File: src/rtl/usb_endpoint_descriptor_extractor_defines.svh
// Assertion helpers shared by the RTL. Every property is sampled on the rising
// edge of clk and is switched off while rst_n is low.
`ifndef USB_ENDPOINT_DESCRIPTOR_EXTRACTOR_DEFINES_SVH
`define USB_ENDPOINT_DESCRIPTOR_EXTRACTOR_DEFINES_SVH

// The consequent must hold in the same cycle as the antecedent.
`define UEDE_ASSERT_SAME(label, ante, cons, msg) \
  label: assert property (@(posedge clk) disable iff (!rst_n) (ante) |-> (cons)) \
    else $error(msg);

// The consequent must hold in the cycle after the antecedent.
`define UEDE_ASSERT_NEXT(label, ante, cons, msg) \
  label: assert property (@(posedge clk) disable iff (!rst_n) (ante) |=> (cons)) \
    else $error(msg);

`endif

File: src/rtl/uede_pkg.sv
package uede_pkg;

  localparam int unsigned CFG_W = 5;

  localparam logic [CFG_W-1:0] ENDPOINT_LIMIT    = 5'd31;
  localparam logic [CFG_W-1:0] MAX_EP_RESET      = 5'd31;

  localparam logic [15:0] HEADER_BYTES  = 16'd9;
  localparam logic [15:0] TL_LO_POS     = 16'd2;
  localparam logic [15:0] TL_HI_POS     = 16'd3;
  localparam logic [7:0]  TYPE_ENDPOINT = 8'd5;
  localparam logic [7:0]  MIN_SUB_LEN   = 8'd2;
  localparam logic [7:0]  MIN_EP_LEN    = 8'd7;

  // Byte offsets inside an endpoint descriptor.
  localparam logic [7:0] EP_OFS_TYPE    = 8'd1;
  localparam logic [7:0] EP_OFS_ADDR    = 8'd2;
  localparam logic [7:0] EP_OFS_ATTR    = 8'd3;
  localparam logic [7:0] EP_OFS_MPS_LO  = 8'd4;
  localparam logic [7:0] EP_OFS_MPS_HI  = 8'd5;
  localparam logic [7:0] EP_OFS_INTERVAL = 8'd6;

  typedef enum logic [1:0] {
    REASON_END     = 2'd0,
    REASON_LIMIT   = 2'd1,
    REASON_INVALID = 2'd2
  } stop_reason_t;

endpackage

File: src/rtl/uede_if.sv
interface uede_in_if;
  logic       valid;
  logic       ready;
  logic [7:0] data_byte;
  logic       start_of_blob;

  modport source (output valid, output data_byte, output start_of_blob, input ready);
  modport sink   (input valid, input data_byte, input start_of_blob, output ready);
endinterface

interface uede_out_if;
  logic        valid;
  logic        ready;
  logic        endpoint_valid;
  logic [3:0]  endpoint_number;
  logic        endpoint_in;
  logic [1:0]  transfer_type;
  logic [10:0] packet_size;
  logic [7:0]  poll_interval;
  logic        parse_done;
  logic [4:0]  endpoint_count;
  logic [1:0]  stop_reason;

  modport source (
    output valid, output endpoint_valid, output endpoint_number, output endpoint_in,
    output transfer_type, output packet_size, output poll_interval, output parse_done,
    output endpoint_count, output stop_reason, input ready
  );
  modport sink (
    input valid, input endpoint_valid, input endpoint_number, input endpoint_in,
    input transfer_type, input packet_size, input poll_interval, input parse_done,
    input endpoint_count, input stop_reason, output ready
  );
endinterface

File: src/rtl/usb_endpoint_descriptor_extractor.sv
// A result appears on out_ch in the cycle after the byte that causes it is taken.
// Throughput: one byte per cycle; the single output register sets this, and a new
// byte is taken whenever that register is empty or is being emptied in the same cycle.
// Reset (rst_n low, synchronous): walk state cleared, parser idle until a start byte,
// max_endpoints back to 31, no result pending.
`include "usb_endpoint_descriptor_extractor_defines.svh"

module usb_endpoint_descriptor_extractor (
  input  logic                      clk,
  input  logic                      rst_n,
  uede_in_if.sink                   in_ch,
  uede_out_if.source                out_ch,
  input  logic                      cfg_we,
  input  logic [uede_pkg::CFG_W-1:0] cfg_wdata
);
  import uede_pkg::*;

  logic [CFG_W-1:0] max_ep_r;

  logic [15:0] blob_offset_r, blob_offset_nxt;
  logic [15:0] total_length_r, total_length_nxt;
  logic [7:0]  sub_offset_r, sub_offset_nxt;
  logic [7:0]  sub_length_r, sub_length_nxt;
  logic [7:0]  sub_type_r, sub_type_nxt;
  logic [7:0]  address_r, address_nxt;
  logic [7:0]  attribute_r, attribute_nxt;
  logic [15:0] mps_r, mps_nxt;
  logic [7:0]  interval_r, interval_nxt;
  logic [4:0]  found_r, found_nxt;
  logic        stopped_r, stopped_nxt;

  logic        out_valid_r, out_valid_nxt;
  logic        ep_valid_r;
  logic [3:0]  ep_num_r;
  logic        ep_in_r;
  logic [1:0]  xfer_r;
  logic [10:0] max_pkt_r;
  logic [7:0]  poll_r;
  logic        done_r;
  logic [4:0]  count_r;
  stop_reason_t reason_r;

  logic         accept;
  logic         active;
  logic         boundary;
  logic         done;
  logic         emit_ep;
  stop_reason_t reason;
  logic [15:0]  pos;
  logic [CFG_W-1:0] limit;

  assign in_ch.ready = !out_valid_r || out_ch.ready;
  assign accept      = in_ch.valid && in_ch.ready;
  assign limit       = (max_ep_r < ENDPOINT_LIMIT) ? max_ep_r : ENDPOINT_LIMIT;

  always_comb begin
    blob_offset_nxt  = blob_offset_r;
    total_length_nxt = total_length_r;
    sub_offset_nxt   = sub_offset_r;
    sub_length_nxt   = sub_length_r;
    sub_type_nxt     = sub_type_r;
    address_nxt      = address_r;
    attribute_nxt    = attribute_r;
    mps_nxt          = mps_r;
    interval_nxt     = interval_r;
    found_nxt        = found_r;
    stopped_nxt      = stopped_r;
    active           = 1'b0;
    boundary         = 1'b0;
    done             = 1'b0;
    emit_ep          = 1'b0;
    reason           = REASON_END;

    if (accept) begin
      if (in_ch.start_of_blob) begin
        // A start byte restarts the walk from a clean state, even mid-descriptor.
        blob_offset_nxt  = '0;
        total_length_nxt = '0;
        sub_offset_nxt   = '0;
        sub_length_nxt   = '0;
        sub_type_nxt     = '0;
        address_nxt      = '0;
        attribute_nxt    = '0;
        mps_nxt          = '0;
        interval_nxt     = '0;
        found_nxt        = '0;
        stopped_nxt      = 1'b0;
        active           = 1'b1;
      end else begin
        active = !stopped_r;
      end
    end

    pos = blob_offset_nxt;

    if (active) begin
      if (pos < HEADER_BYTES) begin
        if (pos == TL_LO_POS) begin
          total_length_nxt[7:0] = in_ch.data_byte;
        end else if (pos == TL_HI_POS) begin
          total_length_nxt[15:8] = in_ch.data_byte;
        end else if (pos == HEADER_BYTES - 16'd1) begin
          boundary = 1'b1;
        end
      end else if (sub_offset_nxt == '0) begin
        sub_length_nxt = in_ch.data_byte;
        if (in_ch.data_byte < MIN_SUB_LEN ||
            ({1'b0, pos} + {9'd0, in_ch.data_byte}) > {1'b0, total_length_nxt}) begin
          done   = 1'b1;
          reason = REASON_INVALID;
        end else begin
          sub_offset_nxt = EP_OFS_TYPE;
        end
      end else begin
        if (sub_offset_nxt == EP_OFS_TYPE) begin
          sub_type_nxt = in_ch.data_byte;
          if (in_ch.data_byte == TYPE_ENDPOINT && sub_length_nxt < MIN_EP_LEN) begin
            done   = 1'b1;
            reason = REASON_INVALID;
          end
        end else if (sub_type_nxt == TYPE_ENDPOINT) begin
          unique case (sub_offset_nxt)
            EP_OFS_ADDR:     address_nxt   = in_ch.data_byte;
            EP_OFS_ATTR:     attribute_nxt = in_ch.data_byte;
            EP_OFS_MPS_LO:   mps_nxt[7:0]  = in_ch.data_byte;
            EP_OFS_MPS_HI:   mps_nxt[15:8] = in_ch.data_byte;
            EP_OFS_INTERVAL: interval_nxt  = in_ch.data_byte;
            default:         ;
          endcase
        end
        if (!done) begin
          if (({1'b0, sub_offset_nxt} + 9'd1) >= {1'b0, sub_length_nxt}) begin
            boundary       = 1'b1;
            sub_offset_nxt = '0;
            if (sub_type_nxt == TYPE_ENDPOINT) begin
              emit_ep   = 1'b1;
              found_nxt = found_nxt + 5'd1;
            end
          end else begin
            sub_offset_nxt = sub_offset_nxt + 8'd1;
          end
        end
      end

      // At each descriptor boundary the end of the total length wins over the limit.
      if (boundary) begin
        if (({1'b0, pos} + 17'd1) >= {1'b0, total_length_nxt}) begin
          done   = 1'b1;
          reason = REASON_END;
        end else if (found_nxt >= limit) begin
          done   = 1'b1;
          reason = REASON_LIMIT;
        end
      end

      blob_offset_nxt = pos + 16'd1;
      if (done) begin
        stopped_nxt = 1'b1;
      end
    end
  end

  always_comb begin
    out_valid_nxt = out_valid_r;
    if (accept && (emit_ep || done)) begin
      out_valid_nxt = 1'b1;
    end else if (out_ch.ready) begin
      out_valid_nxt = 1'b0;
    end
  end

  always_ff @(posedge clk) begin
    if (!rst_n) begin
      max_ep_r       <= MAX_EP_RESET;
      blob_offset_r  <= '0;
      total_length_r <= '0;
      sub_offset_r   <= '0;
      sub_length_r   <= '0;
      sub_type_r     <= '0;
      address_r      <= '0;
      attribute_r    <= '0;
      mps_r          <= '0;
      interval_r     <= '0;
      found_r        <= '0;
      stopped_r      <= 1'b1;
      out_valid_r    <= 1'b0;
    end else begin
      if (cfg_we) begin
        max_ep_r <= cfg_wdata;
      end
      blob_offset_r  <= blob_offset_nxt;
      total_length_r <= total_length_nxt;
      sub_offset_r   <= sub_offset_nxt;
      sub_length_r   <= sub_length_nxt;
      sub_type_r     <= sub_type_nxt;
      address_r      <= address_nxt;
      attribute_r    <= attribute_nxt;
      mps_r          <= mps_nxt;
      interval_r     <= interval_nxt;
      found_r        <= found_nxt;
      stopped_r      <= stopped_nxt;
      out_valid_r    <= out_valid_nxt;
    end
  end

  // Result payload; the endpoint fields read as zero when no endpoint completed.
  always_ff @(posedge clk) begin
    if (accept && (emit_ep || done)) begin
      ep_valid_r <= emit_ep;
      ep_num_r   <= emit_ep ? address_nxt[3:0] : 4'd0;
      ep_in_r    <= emit_ep ? address_nxt[7] : 1'b0;
      xfer_r     <= emit_ep ? attribute_nxt[1:0] : 2'd0;
      max_pkt_r  <= emit_ep ? mps_nxt[10:0] : 11'd0;
      poll_r     <= emit_ep ? interval_nxt : 8'd0;
      done_r     <= done;
      count_r    <= found_nxt;
      reason_r   <= done ? reason : REASON_END;
    end
  end

  assign out_ch.valid           = out_valid_r;
  assign out_ch.endpoint_valid  = ep_valid_r;
  assign out_ch.endpoint_number = ep_num_r;
  assign out_ch.endpoint_in     = ep_in_r;
  assign out_ch.transfer_type   = xfer_r;
  assign out_ch.packet_size     = max_pkt_r;
  assign out_ch.poll_interval   = poll_r;
  assign out_ch.parse_done      = done_r;
  assign out_ch.endpoint_count  = count_r;
  assign out_ch.stop_reason     = reason_r;

  `UEDE_ASSERT_SAME(a_result_has_content, out_valid_r, ep_valid_r || done_r,
    "pending result carries neither an endpoint nor a stop")
  `UEDE_ASSERT_SAME(a_reason_only_when_done, out_valid_r && !done_r, reason_r == REASON_END,
    "stop reason set on a result that does not end the walk")
  `UEDE_ASSERT_NEXT(a_stop_latches, accept && done, stopped_r,
    "walk did not stop after its final byte")
  `UEDE_ASSERT_SAME(a_ready_when_empty, !out_valid_r, in_ch.ready,
    "input stalled with an empty output register")
  `UEDE_ASSERT_NEXT(a_idle_bytes_ignored, accept && stopped_r && !in_ch.start_of_blob,
    stopped_r && $stable(blob_offset_r),
    "byte without start flag advanced a stopped walk")

endmodule
File: src/flat_wrapper.sv
// flat-port wrapper written by rule: the top's interface ports become plain ports
module usb_endpoint_descriptor_extractor_flat import uede_pkg::*;
  (clk, rst_n, cfg_we, cfg_wdata, in_ch_valid, in_ch_data_byte, in_ch_start_of_blob, in_ch_ready, out_ch_valid, out_ch_endpoint_valid, out_ch_endpoint_number, out_ch_endpoint_in, out_ch_transfer_type, out_ch_packet_size, out_ch_poll_interval, out_ch_parse_done, out_ch_endpoint_count, out_ch_stop_reason, out_ch_ready);
  uede_in_if in_ch_i ();
  uede_out_if out_ch_i ();
  input  logic clk;
  input  logic rst_n;
  input  logic cfg_we;
  input  logic [uede_pkg::CFG_W-1:0] cfg_wdata;
  input wire logic [$bits(in_ch_i.valid)-1:0] in_ch_valid;
  input wire logic [$bits(in_ch_i.data_byte)-1:0] in_ch_data_byte;
  input wire logic [$bits(in_ch_i.start_of_blob)-1:0] in_ch_start_of_blob;
  output wire logic [$bits(in_ch_i.ready)-1:0] in_ch_ready;
  output wire logic [$bits(out_ch_i.valid)-1:0] out_ch_valid;
  output wire logic [$bits(out_ch_i.endpoint_valid)-1:0] out_ch_endpoint_valid;
  output wire logic [$bits(out_ch_i.endpoint_number)-1:0] out_ch_endpoint_number;
  output wire logic [$bits(out_ch_i.endpoint_in)-1:0] out_ch_endpoint_in;
  output wire logic [$bits(out_ch_i.transfer_type)-1:0] out_ch_transfer_type;
  output wire logic [$bits(out_ch_i.packet_size)-1:0] out_ch_packet_size;
  output wire logic [$bits(out_ch_i.poll_interval)-1:0] out_ch_poll_interval;
  output wire logic [$bits(out_ch_i.parse_done)-1:0] out_ch_parse_done;
  output wire logic [$bits(out_ch_i.endpoint_count)-1:0] out_ch_endpoint_count;
  output wire logic [$bits(out_ch_i.stop_reason)-1:0] out_ch_stop_reason;
  input wire logic [$bits(out_ch_i.ready)-1:0] out_ch_ready;
  assign in_ch_i.valid = in_ch_valid;
  assign in_ch_i.data_byte = in_ch_data_byte;
  assign in_ch_i.start_of_blob = in_ch_start_of_blob;
  assign in_ch_ready = in_ch_i.ready;
  assign out_ch_valid = out_ch_i.valid;
  assign out_ch_endpoint_valid = out_ch_i.endpoint_valid;
  assign out_ch_endpoint_number = out_ch_i.endpoint_number;
  assign out_ch_endpoint_in = out_ch_i.endpoint_in;
  assign out_ch_transfer_type = out_ch_i.transfer_type;
  assign out_ch_packet_size = out_ch_i.packet_size;
  assign out_ch_poll_interval = out_ch_i.poll_interval;
  assign out_ch_parse_done = out_ch_i.parse_done;
  assign out_ch_endpoint_count = out_ch_i.endpoint_count;
  assign out_ch_stop_reason = out_ch_i.stop_reason;
  assign out_ch_i.ready = out_ch_ready;
  usb_endpoint_descriptor_extractor u_core (.clk(clk), .rst_n(rst_n), .in_ch(in_ch_i), .out_ch(out_ch_i), .cfg_we(cfg_we), .cfg_wdata(cfg_wdata));
endmodule
File: config.mk
export PLATFORM = sky130hd
export DESIGN_NAME = usb_endpoint_descriptor_extractor_flat
export DESIGN_NICKNAME = d
export VERILOG_FILES = /design/src/rtl/uede_pkg.sv /design/src/rtl/uede_if.sv /design/src/rtl/usb_endpoint_descriptor_extractor.sv /design/src/flat_wrapper.sv
export VERILOG_INCLUDE_DIRS = /design/src /design/src/rtl
export SDC_FILE = /design/constraint.sdc
export NUM_CORES = 1
export LEC_CHECK = 0
export ABC_AREA = 0
export BUFFER_PORTS_ARGS = -buffer_cell sky130_fd_sc_hd__buf_4
export CORE_ASPECT_RATIO = 1.75
export CORE_MARGIN = 2
export CORE_UTILIZATION = 35
export CTS_CLUSTER_SIZE = 16
export DETAILED_ROUTE_END_ITERATION = 10
export PLACE_DENSITY = 0.56
export SYNTH_ARGS = -nofsm -noshare
export SYNTH_HDL_FRONTEND = slang
export SYNTH_SLANG_ARGS = --single-unit
File: constraint.sdc
create_clock -name clk -period 8.25 [get_ports clk]
set_clock_uncertainty 0.15 [all_clocks]
set_input_delay 0.825 -clock clk [delete_from_list [all_inputs] [get_ports clk]]
set_output_delay 0.825 -clock clk [all_outputs]
set_load 0.01 [all_outputs]
# Yosys cells after proc, flatten, opt, wreduce, memory -nomap -nowiden
# Index checks and enable logic that the tools add are counted.
# Widths: inputs -> output; s select.
dict set report word_totals {
  reg_bits 143
  inputBits 19
  output_inout_bits 37
  elab_cells 178
}
dict set report classes {
  addsub 6
  order_cmp 8
  eq_ne 12
  n_mux 119
  reduce_logical 11
}
# operator n
set ops {}
lappend ops {{$mux 8} 51}
lappend ops {{$mux 16} 15}
lappend ops {{$mux 5} 10}
lappend ops {{$eq 8x3->1 const B} 6}
lappend ops {{$mux 1} 35}
lappend ops {{$eq 16x2->1 const B} 2}
lappend ops {{$add 16x1->17 const B} 1}
lappend ops {{$add 16x8->17} 1}
lappend ops {{$ge 17x16->1} 1}
lappend ops {{$gt 17x16->1} 1}
lappend ops {{$add 16x1->16 const B} 1}
lappend ops {{$eq 16x4->1 const B} 1}
lappend ops {{$eq 8x2->1 const B} 2}
lappend ops {{$lt 16x4->1 const B} 1}
lappend ops {{$mux 2} 8}
lappend ops {{$add 8x1->9 const B} 1}
lappend ops {{$ge 9x8->1} 1}
lappend ops {{$add 8x1->8 const B} 1}
lappend ops {{$eq 8x1->1 const B} 1}
lappend ops {{$logic_not 8->1} 1}
lappend ops {{$lt 8x2->1 const B} 1}
lappend ops {{$lt 8x3->1 const B} 1}
lappend ops {{$add 5x1->5 const B} 1}
lappend ops {{$ge 5x5->1} 1}
lappend ops {{6 further kinds} 11}

# Longest topological paths before layout
dict set report depth {
  depth_word 25
  depth_mapped 25
  mapped_depth_nobuf 22
}

# Worst setup path after synthesis
# OpenSTA, ideal clock, no wires.
dict set report synth_path {
  path_kind {input to register}
  start {in out_ch_ready}
  end {reg u_core.count_r[0] (netlist: u_core.out_ch.endpoint_count[0]) (enable)}
  t_arrival_ns 6.238
  required_ns 7.707
  path_slack_ns 1.469
  path_stages 25
  n_path_buf 3
  cell_sequence {nor2b_1 > inv_1 > nand3_1 > clkbuf_1 > clkbuf_1 > clkbuf_1 > and2_1 > ha_1 > inv_1 > fa_1 > nor2b_1 > o31a_1 > o21ai_0 > nor2_1 > nand3_1 > xor2_1 > nor2_1 > ha_1 > nand3_1 > nor4_1 > a21boi_0 > o31ai_1 > a21boi_0 > a22oi_1 > nand2_1}
}
dict set report synth_between {
  elab_chain_len 23
  word_cells_on_any_way 71
  classes_between {add/sub: 4; order compare: 6; eq/ne: 5; mux: 49; reduce/logical: 7}
}
# item line_no
set synth_lines {}
lappend synth_lines {{start, declared} flat_wrapper.sv:24} ;# input wire logic [$bits(out_ch_i.ready)-1:0] out_ch_ready;
lappend synth_lines {{$logic_or 1x1->1 *} usb_endpoint_descriptor_extractor.sv:52} ;# assign in_ch.ready = !out_valid_r || out_ch.ready;
lappend synth_lines {{via in_ch_ready} flat_wrapper.sv:13} ;# output wire logic [$bits(in_ch_i.ready)-1:0] in_ch_ready;
lappend synth_lines {{$logic_and 1x1->1 *} usb_endpoint_descriptor_extractor.sv:53} ;# assign accept = in_ch.valid && in_ch.ready;
lappend synth_lines {{branches (longest 20 deep; another with $add 8x1->9)} --}
lappend synth_lines {{$logic_and 1x1->1 *} usb_endpoint_descriptor_extractor.sv:208} ;# if (accept && (emit_ep || done)) begin
lappend synth_lines {{end signal, assigned} usb_endpoint_descriptor_extractor.sv:216} ;# count_r <= found_nxt;
lappend synth_lines {{end, declared} usb_endpoint_descriptor_extractor.sv:40} ;# logic [4:0] count_r;
# Mark *: on every way through the listed nets, which the timed path passes. The select of a mux whose other input is x is not followed.
# A chain may end at the register's enable or synchronous reset.

# Worst setup path after layout
dict set report layout_path {
  start {in out_ch_ready}
  end {reg u_core.max_pkt_r[1] (netlist: u_core.out_ch.packet_size[1]) (enable)}
}
dict set report layout_between {
  elab_chain_len 23
  word_cells_on_any_way 71
  classes_between {add/sub: 4; order compare: 6; eq/ne: 5; mux: 49; reduce/logical: 7}
}
# item line_no
set layout_lines {}
lappend layout_lines {{$logic_or 1x1->1 *} usb_endpoint_descriptor_extractor.sv:52}
lappend layout_lines {{$logic_and 1x1->1 *} usb_endpoint_descriptor_extractor.sv:53}
lappend layout_lines {{branches (longest 20 deep; another with $add 8x1->9)} --}
lappend layout_lines {{$logic_and 1x1->1 *} usb_endpoint_descriptor_extractor.sv:208}
lappend layout_lines {{end signal, assigned} usb_endpoint_descriptor_extractor.sv:213} ;# max_pkt_r <= emit_ep ? mps_nxt[10:0] : 11'd0;
lappend layout_lines {{end, declared} usb_endpoint_descriptor_extractor.sv:37} ;# logic [10:0] max_pkt_r;
# Mark *: on every way between the ends. The select of a mux whose other input is x is not followed.

==> flow_summary.ini <==
[run_status]
status = finished clean

[final_layout]
nNetsFinal = 1023
final-instance-count-excl-fill = 1251
areaGrowthSynthToFinish_pct = 16.8
finalInstanceArea_um2 = 8840
diodes = 0
fill_cells = 2174
drive_above_1_share_pct = 11.3

[timing]
period_needed_ps = 6450
setup_tns_ps = 0
max_slew_margin_pct = 32.0
rsz0062_at_grt = false
setup_viol = 0
finalHoldViolations = 0
tightest_slew_ps = 1020
fin_crit_sh_pct = 78.2
finalMaxSlewViolations = 0
clock.fmax_ghz = 0.155

[setup_path]
cp.required_ps = 8230
crit_buf_inv = 4
cp_cell_sequence = buf_4, nor2b_1, inv_1, nand3_4, and2_1, ha_1, inv_1, fa_1, nor2b_1, o31a_1, o21ai_0, nor2_1, nand3_1, xor2_1, nor2_1, ha_1, nand3_1, nor2_1, a221o_1, o31ai_1, a21boi_0, a22oi_1, nand2_2, buf_4
reg2reg_from = u_core.out_ch.valid$_SDFFE_PN0P_
reg2reg_setup_slack_ps = 1930
r2r_end = u_core.out_ch.packet_size[1]$_SDFFCE_PN0P_
worstSetupPathType = in2reg
arrival_ps = 6420
endpoint_kind = flip-flop
cp_max_fo = 35
slowest_stage = a22oi_1
crit_family = compound AO/OA/AOI/OAI gates
max_stage_delay_ps = 530
start_kind = primary input
cpMostUsedCell = nor2_1
rr_worst_depth = 23

[clock_network]
cts_tree = done
cts_setup_buffers = 0
ctsHoldBuffers = 0
clk_latency_ps = 430
cts_sinks = 129
tritoncts.num_buffers = 17
cts-htree-levels = 4
post_cts_resized = 0
path_clk_slew_ps = 60
cts_max_path_buffers = 2
cts_root_buf = clkbuf_16

[global_route]
grt_pass1_vias = 6688
grt_pass1_wl_um = 35500
antenna_found_initial = 0
groute.usage.overall_pct = 20.3
gr-total-overflow = 0
grt_max_degree = 76

[detailed_routing]
dr.pass1.iters = 5
drtAntennaViolNets = 0
vias = 6723
vias_per_cell = 5.37
wl_per_cell_um = 18.0
post-route-drc-count = 0
drt_wl_total_um = 22600
dr.first_iter.drc_count = 367

[run]
drv_cap = 0

[yosys]
synth-simple-area-share_pct = 25.1
seq_area_frac_synth_pct = 38.7
synth_edf_count = 35
synth_top_family_by_area = simple AND/OR/NAND/NOR gates
synthMuxAreaShare_pct = 1.11
syn_inst = 920
synthesis.nets = 997
synth_compound_area_share_pct = 16.4
synthAdderAreaFrac_pct = 9.68
ys_seq_elements = 129
ys_warn_count = 0
async_flop_share_pct = 0
synth.distinct_cells = 59
netlist_area_um2 = 7570
syn_avg_cell_area_um2 = 8.23
synth-main-ff-cell = dfxtp_1
synth_xor_area_share_pct = 4.51

[floorplanning]
io_pins = 56
die_h_um = 199
die_x_um = 115
placementRows = 71
floorplan.initialDensity_pct = 35.4
die_area_um2 = 22900
coreArea_um2 = 21400

[pwr]
leakagePower_nw = 3.67
powerDensity_nw_per_um2 = 188
vdd_ir_drop_max_mv = 0.169

[placement]
dp_cells = 1219
portBuffers = 55
dp_hpwl_um = 16400
placed_area_um2 = 8220
place_congestion = 0.896

[hold_path]
holdPathEnd = u_core.sub_type_r[7]$_SDFF_PN0_
min_path_cells = 2
hold_start = u_core.sub_type_r[7]$_SDFF_PN0_
hold_class = reg2reg
## metrics by stage
| step | util [%] | total power [W] | setup slack [ps] | hold WS [ps] |
|---|---|---|---|---|
| after floorplan | - | 0.000804 | 1470 | 290 |
| after global placement | 38.4 | 0.000869 | 1600 | 306 |
| after detailed placement | 38.4 | 0.000871 | 1360 | 310 |
| after CTS | 41.3 | 0.00168 | 1810 | 319 |
| after global routing | 41.3 | 0.00172 | 1210 | 331 |
| final | 41.3 | 0.00167 | 1800 | 317 |
## logic make-up (layout without fill, tap and decap cells)
kind of cell,after synthesis,in the layout
buffers and inverters,89,128
XOR/XNOR,39,39
multiplexers,8,8
AND/OR/NAND/NOR,399,399
flip-flops,129,129
adder cells (fa/ha/maj),58,58
AO/OA/AOI/OAI,198,198
## state kept, by name, summed over array words and instances (netlist names), 8 cells and up
register	cells
u_core.blob_offset_r	16
u_core.interval_r	8
u_core.out_ch.poll_interval	8
u_core.sub_length_r	8
u_core.sub_offset_r	8
u_core.total_length_r	16
u_core.out_ch.packet_size	11
u_core.sub_type_r	8
u_core.mps_r	11
## power by group
part,internal [W],leakage [nW],switching (W)
Clock,0.000512,0.297,0.000298
Sequential,0.000665,1.10,0.0000112
Combinational,0.0000638,2.27,0.000118
Total,0.00124,3.67,0.000426
## per-layer routing
| layer | vias to the layer above | wire [um] | GRT usage [%] |
|---|---|---|---|
| met1 | 3150 | 8550 | 21.0 |
| met3 | 72 | 816 | 2.65 |
| met4 | 0 | 1440 | 14.1 |
| met2 | 183 | 11800 | 37.0 |
| met5 | - | 0 | 0 |
| li1 | 3318 | - | - |
## tightest hold or removal path, cell delays in order (launching register included)
cell,delay [ps]
dfxtp_1,310
nand3_1,60
a21oi_1,50
## cells in the mapped netlist (all sizes together) (10+ instances only)
cell type | count | area [um2]
a211oi | 15 | 113
a21o | 13 | 97.6
a21oi | 78 | 390
a31oi | 22 | 138
and2 | 11 | 68.8
and3 | 33 | 206
clkbuf | 47 | 176
dfxtp | 94 | 1880
edfxtp | 35 | 1050
ha | 57 | 713
inv | 33 | 124
nand2 | 91 | 342
nand2b | 10 | 62.6
nand3 | 37 | 185
nor2 | 150 | 563
nor3 | 14 | 80.1
o21ai | 24 | 120
xnor2 | 27 | 236
xor2 | 12 | 105
## placed cells by master (no fill, tap or decap), types with 27 or more instances in the layout
master / synthesis / final
nand2_1: 91 / 90
ha_1: 57 / 57
a21oi_1: 78 / 78
nor2_1: 150 / 149
inv_1: 33 / 32
buf_4: 0 / 63
dfxtp_1: 94 / 94
edfxtp_1: 35 / 35
xnor2_1: 27 / 27
nand3_1: 37 / 36
and3_1: 33 / 33
## layout make-up
cell class                      instances  area [um2]  area share (%)
Clock buffer                           18         439            4.97
Clock inverter                         14         186            2.11
Inverter                               33         124            1.40
Multi-Input combinational cell        702        4320            48.9
Sequential cell                       129        2930            33.2
Tap cell                              292         365            4.13
Timing Repair Buffer                   63         473            5.35
## how the worst max path moves through the flow
stage                 startpoint                                         end  slack [ps]  depth (start not counted)
finish              out_ch_ready  u_core.out_ch.packet_size[1]$_SDFFCE_PN0P_        1800                         24
detailed placement  out_ch_ready  u_core.out_ch.packet_size[8]$_SDFFCE_PN0P_        1360                         24
global placement    out_ch_ready  u_core.out_ch.packet_size[2]$_SDFFCE_PN0P_        1600                         24
CTS                 out_ch_ready  u_core.out_ch.packet_size[3]$_SDFFCE_PN0P_        1810                         24
floorplan           out_ch_ready   u_core.out_ch.endpoint_count[0]$_DFFE_PP_        1470                         25
global route        out_ch_ready  u_core.out_ch.packet_size[1]$_SDFFCE_PN0P_        1210                         24
No activity file was read; power rests on OpenSTA's default activity.
